<file path="config.mk">
export PLATFORM = sky130hd
export DESIGN_NAME = pfcb_ctrl
export DESIGN_NICKNAME = d
export VERILOG_FILES = /design/src/rtl/core/pfcb_pkg.sv /design/src/rtl/core/pfcb_ctrl.sv
export SDC_FILE = /design/constraint.sdc
export NUM_CORES = 1
export LEC_CHECK = 0
export BUFFER_PORTS_ARGS = -buffer_cell sky130_fd_sc_hd__buf_4
export CELL_PAD_IN_SITES_DETAIL_PLACEMENT = 1
export CELL_PAD_IN_SITES_GLOBAL_PLACEMENT = 1
export CORE_MARGIN = 3
export CORE_UTILIZATION = 35
export DETAILED_ROUTE_END_ITERATION = 10
export GPL_TIMING_DRIVEN = 0
export PLACE_DENSITY = 0.76
export SKIP_CTS_REPAIR_TIMING = 1
export SYNTH_ARGS = -nofsm -noshare
export SYNTH_HDL_FRONTEND = slang
export SYNTH_SLANG_ARGS = --single-unit
</file>
<file path="constraint.sdc">
create_clock -name clk -period 2.2 [get_ports clk]
set_input_delay 0.44 -clock clk [delete_from_list [all_inputs] [get_ports clk]]
set_output_delay 0.44 -clock clk [all_outputs]
set_load 0.01 [all_outputs]
</file>
<file path="src/rtl/core/pfcb_pkg.sv">
// Shared types and constants of the cubic Bezier path flattener.
`default_nettype none

package pfcb_pkg;

	localparam int unsigned COORD_W = 32;
	localparam int unsigned CMD_W   = 3;
	localparam int unsigned KIND_W  = 3;

	typedef enum logic [CMD_W-1:0] {
		CMD_BEGIN_PATH = 3'd0,
		CMD_END_PATH   = 3'd1,
		CMD_MOVE_TO    = 3'd2,
		CMD_LINE_TO    = 3'd3,
		CMD_CURVE_TO   = 3'd4
	} cmd_t;

	typedef enum logic [KIND_W-1:0] {
		EV_BEGIN_POLY    = 3'd0,
		EV_BEGIN_CONTOUR = 3'd1,
		EV_VERTEX        = 3'd2,
		EV_END_CONTOUR   = 3'd3,
		EV_END_POLY      = 3'd4
	} ev_kind_t;

	typedef enum logic [2:0] {
		ST_IDLE,
		ST_BEGIN_POLY,
		ST_END_CONTOUR,
		ST_END_POLY,
		ST_BEGIN_CONTOUR,
		ST_CURVE,
		ST_VERTEX
	} state_t;

	// Commands from the sequencer to the datapath.
	typedef struct packed {
		logic     issue;
		ev_kind_t kind;
		logic     last;
		logic     zero_wt;
		logic     load_ops;
		logic     prev_load;
		logic     prev_clear;
	} dp_cmd_t;

endpackage

`default_nettype wire

</file>
<file path="src/rtl/core/pfcb_ctrl.sv">
// Sequencer: turns each path command into a series of event issue slots.
`default_nettype none

module pfcb_ctrl #(
	parameter int STEPS = 12
) (
	input  wire logic                              clk,
	input  wire logic                              arst_n,
	input  wire logic                              cmd_valid,
	output logic                                   cmd_ready,
	input  wire logic [pfcb_pkg::CMD_W-1:0]        cmd_code,
	input  wire logic                              adv,
	output pfcb_pkg::dp_cmd_t                      ctl,
	output logic [$clog2(STEPS+1)-1:0]             row
);

	localparam int RW = $clog2(STEPS+1);

	pfcb_pkg::state_t         state_q, state_d;
	logic [pfcb_pkg::CMD_W-1:0] cmd_q;
	logic [RW-1:0]            row_q, row_d;
	logic                     open_q, open_d;
	logic                     accept;

	always_ff @(posedge clk or negedge arst_n) begin
		if (!arst_n) begin
			state_q <= pfcb_pkg::ST_IDLE;
			row_q   <= '0;
			open_q  <= 1'b0;
			cmd_q   <= '0;
		end else begin
			state_q <= state_d;
			row_q   <= row_d;
			open_q  <= open_d;
			if (accept) begin
				cmd_q <= cmd_code;
			end
		end
	end

	always_comb begin
		pfcb_pkg::state_t nxt;
		logic             vtx_end;
		logic             clr;

		nxt         = state_q;
		vtx_end     = 1'b0;
		clr         = 1'b0;
		state_d     = state_q;
		row_d       = row_q;
		open_d      = open_q;
		row         = row_q;
		ctl         = '0;
		ctl.kind    = pfcb_pkg::EV_VERTEX;
		ctl.zero_wt = 1'b1;

		unique case (state_q)
			pfcb_pkg::ST_IDLE: begin
				nxt = pfcb_pkg::ST_IDLE;
			end
			pfcb_pkg::ST_BEGIN_POLY: begin
				ctl.kind = pfcb_pkg::EV_BEGIN_POLY;
				ctl.last = 1'b1;
				clr      = 1'b1;
				nxt      = pfcb_pkg::ST_IDLE;
			end
			pfcb_pkg::ST_END_CONTOUR: begin
				ctl.kind = pfcb_pkg::EV_END_CONTOUR;
				if (cmd_q == pfcb_pkg::CMD_END_PATH) begin
					nxt = pfcb_pkg::ST_END_POLY;
				end else begin
					nxt = pfcb_pkg::ST_BEGIN_CONTOUR;
				end
			end
			pfcb_pkg::ST_END_POLY: begin
				ctl.kind = pfcb_pkg::EV_END_POLY;
				ctl.last = 1'b1;
				nxt      = pfcb_pkg::ST_IDLE;
			end
			pfcb_pkg::ST_BEGIN_CONTOUR: begin
				ctl.kind = pfcb_pkg::EV_BEGIN_CONTOUR;
				nxt      = pfcb_pkg::ST_VERTEX;
			end
			pfcb_pkg::ST_CURVE: begin
				ctl.zero_wt = 1'b0;
				if (row_q == RW'(STEPS)) begin
					nxt = pfcb_pkg::ST_VERTEX;
				end else begin
					nxt = pfcb_pkg::ST_CURVE;
				end
			end
			pfcb_pkg::ST_VERTEX: begin
				// The last table row weights only the end point, which gives it exactly.
				ctl.zero_wt = 1'b0;
				ctl.last    = 1'b1;
				row         = RW'(STEPS);
				vtx_end     = 1'b1;
				nxt         = pfcb_pkg::ST_IDLE;
			end
			default: begin
				nxt = pfcb_pkg::ST_IDLE;
			end
		endcase

		ctl.issue      = (state_q != pfcb_pkg::ST_IDLE) && adv;
		ctl.prev_load  = ctl.issue && vtx_end;
		ctl.prev_clear = ctl.issue && clr;
		if (ctl.issue) begin
			state_d = nxt;
			if (state_q == pfcb_pkg::ST_CURVE) begin
				row_d = row_q + RW'(1);
			end
		end

		// A new command may enter in the cycle that issues the last event of the old one.
		cmd_ready    = (state_q == pfcb_pkg::ST_IDLE) || (ctl.issue && ctl.last);
		accept       = cmd_valid && cmd_ready;
		ctl.load_ops = accept;

		if (accept) begin
			row_d = '0;
			unique case (cmd_code)
				pfcb_pkg::CMD_BEGIN_PATH: begin
					state_d = pfcb_pkg::ST_BEGIN_POLY;
					open_d  = 1'b0;
				end
				pfcb_pkg::CMD_END_PATH: begin
					state_d = open_q ? pfcb_pkg::ST_END_CONTOUR : pfcb_pkg::ST_END_POLY;
					open_d  = 1'b0;
				end
				pfcb_pkg::CMD_MOVE_TO: begin
					state_d = open_q ? pfcb_pkg::ST_END_CONTOUR : pfcb_pkg::ST_BEGIN_CONTOUR;
					open_d  = 1'b1;
				end
				pfcb_pkg::CMD_LINE_TO: begin
					state_d = pfcb_pkg::ST_VERTEX;
				end
				pfcb_pkg::CMD_CURVE_TO: begin
					state_d = pfcb_pkg::ST_CURVE;
				end
				default: begin
					state_d = pfcb_pkg::ST_IDLE;
				end
			endcase
		end
	end

endmodule

`default_nettype wire

</file>
==> results.md <==
- The run finished with clean final reports.
- The detailed router placed roughly 840 vias in this run.
- The repair_antennas step left the layout with diodes totalling 0.
- The library cells used most frequently in the layout, excluding fill and tap cells, are sky130_fd_sc_hd__buf_4, sky130_fd_sc_hd__dfrtp_1, sky130_fd_sc_hd__a21oi_1, sky130_fd_sc_hd__inv_1, sky130_fd_sc_hd__nand2_1.
- At the pin with the least slew margin, the transition time is between 0.4 and 0.5 ns.
- The net count of the mapped netlist is approximately 110.
- Detailed routing placed a total of approximately 110 µm of wire on met3.
- The final standard cell count with taps included and fillers excluded is 153.
- The worst hold path terminates at cmd_q[1].
- The number of hold violations in the final report is 0.
- The cell count after synthesis came out at 97.
- The count of pins over their slew limit was 0.
- Of the available clock period, the critical path in the final layout requires 0.963.
- The most used flip-flop cell after synthesis is sky130_fd_sc_hd__dfrtp_1.
- The final worst hold slack is 0.456 ns.
- The total routed wirelength is ~2300 µm.
- The number of antenna violations at the first check in global routing is 0.
- Static timing analysis puts the maximum clock frequency at approximately 470 MHz.
- Before antenna repair, the detailed router went through 4 iterations.
- In this run the power density over the cells is ~1500 nW/µm².
- The number of global-route vias before repair was 857.
- The number of design-rule violations left by the first detailed-router iteration is 18.
- In this run the static leakage power is roughly 0.54 nW.
- The placed cell count is roughly 150.
- After floorplanning, the core was divided into 17 placement rows.
- The synthesized design contains 0 enable-type register cells.
- The final setup violation count is 0.
- The insertion delay to the later sink of the worst-skew pair is around 0.26 ns.
- Leaving out fill and tap cells, the most frequent cell in the layout is sky130_fd_sc_hd__buf_4.
- On the critical path, the stage with the largest delay is an instance of sky130_fd_sc_hd__dfrtp_1.
- The initial standard-cell utilization of the core is 0.379.
- The depth of the worst register-to-register path is 7.
- The final layout net count is 135.
- The area of the die is 3070 µm².
- The worst-case IR drop observed on VDD is just under 0.6 mV.
- The height of the die is roughly 55 µm.
- Of the total power, the share spent switching nets is 0.431.
- The post-synthesis to final-layout area growth is 29.1%.
- STA classifies the critical path startpoint as a register.
- Counting flops and latches in the post-synthesis netlist gives 11.
- The placer's final routability congestion estimate is 0.784.
- The final clock skew is 0.00139 ns.
- Across every metal layer, demand over resource in global routing totals 0.158.
- The HPWL after detailed placement is about 1700 µm.
- The number of buffers added on ports is 20.
- The count of nets left with antenna violations once routing finished came out at 0.
- Entering global routing, the biggest net connects 12 pins.
- The share of total power dissipated in combinational logic is 0.674.
- The kind of path behind the tightest hold check is input port to register.
- In this run the register-to-register setup slack is about 0.37 ns.
- Setup repair after global routing left no endpoint under its margin.
- The worst setup path category is register to output pin.
- Measured against its own limit, the worst slew margin works out to 0.725.
- The time the worst path needs with I/O delays and setup is between 2 and 2.5 ns.
- Together, buffers and inverters on the worst path number 4.
- For this run, the register share of the synthesized area comes to 0.322.
- The area inside the core boundary is 2250 µm².
- The count of different cell masters after synthesis is 40.
- The wire length per cell is 15.1 µm.
- In this run the clock root is driven by a sky130_fd_sc_hd__clkbuf_4.
- The critical path runs through a total of 6 cells.
- The maximum clock insertion buffer count is 2.
- The largest delay contributor family on the critical path is buffers and inverters.
- During synthesis, Yosys emitted a total of 0 warnings.
- The routed design uses around 1100 µm of met2 wire.
- The tool flagged a number of max-cap violations equal to 0.
- The clock edge transition at the registers on the reported setup and hold paths is roughly 0.070 ns.
- The reported net switching power is roughly 700 µW.
- In the final layout, the share of cells above drive strength 1 is 0.344.
- Pin placement for this block handled 21 I/O pins.
- The part of the power in the clock network is 0.084.
- The post-synthesis area per instance is just under 9 µm².
- The overall die width is 55.4 µm.
- The worst hold path stage count is 2.
- After synthesis the cells add up to roughly 850 µm².
- In this run the number of H-tree levels came out at 1.
- For this run, design rule violations remaining after detail routing come to 0.
- The worst reg2reg path endpoint is state_q[1].
- At the worst endpoint, the required time is 1.76 ns.
- Of the total power, registers draw 0.242.
- TritonCTS created 3 clock buffers.
- The CTS tree is yes.
- The highest layer touched by signal routing is met4.
- STA classifies the critical path endpoint as an output pin.
- The post-route met1 wirelength is 1040 µm.
- The internal power is about 900 µW.
- The via density per instance is approximately 5.5.
- The worst hold path begins at cmd_code[1].
- The highest net fanout along the worst path is 10.
- After global routing the overflow that remains totals 0.
- The critical path data arrival time is roughly 1.7 ns.
- The wire length of the first global-routing pass is ~4000 µm.
- The proportion of register bits with asynchronous set or reset after synthesis is 1.00.
- The clock sink total is 11.
- The launching point of the worst reg2reg path is state_q[0].
- The critical path's largest stage delay is 0.34 ns.
- Walking the worst path, the cells encountered are buf_6, and4b_4, o31a_1, buf_6, buf_4, buf_4.
==> layout make-up <==
class / instances / area, µm²
inverter: 8 / 30.0
sequential: 11 / 275
timing repair buffer: 24 / 183
buffer: 7 / 47.5
clock buffer: 4 / 26.3
tap: 28 / 35.0
multi-input combinational: 71 / 507
fill: 309 / 1150
==> power by group through the flow <==
stage	clock network, mW	logic [mW]	registers, mW
finish	0.137	1.09	0.392
global route	0.157	1.21	0.411
CTS	0.148	1.06	0.388
detailed placement	0	1.06	0.391
global placement	0	1.02	0.386
floorplan	0	0.710	0.366
==> cell usage after synthesis, types with 3 or more instances <==
library cell               instances  share of area
sky130_fd_sc_hd__o21a_1            3          0.026
sky130_fd_sc_hd__inv_1             8          0.035
sky130_fd_sc_hd__nor2_1            5          0.022
sky130_fd_sc_hd__dfrtp_1          11           0.32
sky130_fd_sc_hd__nand3_1           3          0.018
sky130_fd_sc_hd__a21oi_1           9          0.053
sky130_fd_sc_hd__nand2_1           6          0.026
sky130_fd_sc_hd__nand2b_1          5          0.037
sky130_fd_sc_hd__mux2_2            3          0.040
==> routing by layer <==
layer,vias up,global-route usage
li1,406,-
met1,410,0.196
met2,21,0.265
met3,2,0.0397
met4,0,0.0521
met5,-,0
==> state kept, by name, summed over array words and instances (netlist names) <==
| name | cells |
|---|---|
| open_q | 1 |
| state_q | 3 |
| row_q | 4 |
| cmd_q | 3 |
==> worst max path at each step <==
stage | from | endpoint | slack (ns)
6_report | state_q[0] | ctl[2] | 0.08
5_1_grt | state_q[0] | ctl[2] | 0.003
4_1_cts | state_q[0] | ctl[2] | -0.07
3_5_place_dp | state_q[0] | ctl[2] | 0.25
3_3_place_gp | adv | ctl[2] | 0.27
2_1_floorplan | state_q[0] | ctl[2] | 0.51
==> kinds of logic after synthesis <==
group / synth area share
buf+inv: 0.0908
mux: 0.0630
xor+xnor: 0.0103
simple gates: 0.253
fa+ha+maj: 0.0293
compound gates: 0.231
flops: 0.322
==> metrics by stage <==
| step | cell area [µm²] | utilization | total power [mW] | worst slack [ns] | setup TNS (ns) |
|---|---|---|---|---|---|
| 3_3_place_gp | 1040 | 0.461 | 1.41 | 0.273 | 0 |
| 6_report | 1100 | 0.489 | 1.62 | 0.0823 | 0 |
| 4_1_cts | 1070 | 0.473 | 1.60 | -0.0653 | -0.0653 |
| 3_5_place_dp | 1040 | 0.461 | 1.45 | 0.245 | 0 |
| 5_1_grt | 1100 | 0.489 | 1.78 | 0.00338 | 0 |
| 2_1_floorplan | 855 | - | 1.08 | 0.513 | 0 |
Power figures use the tool's default switching activity.
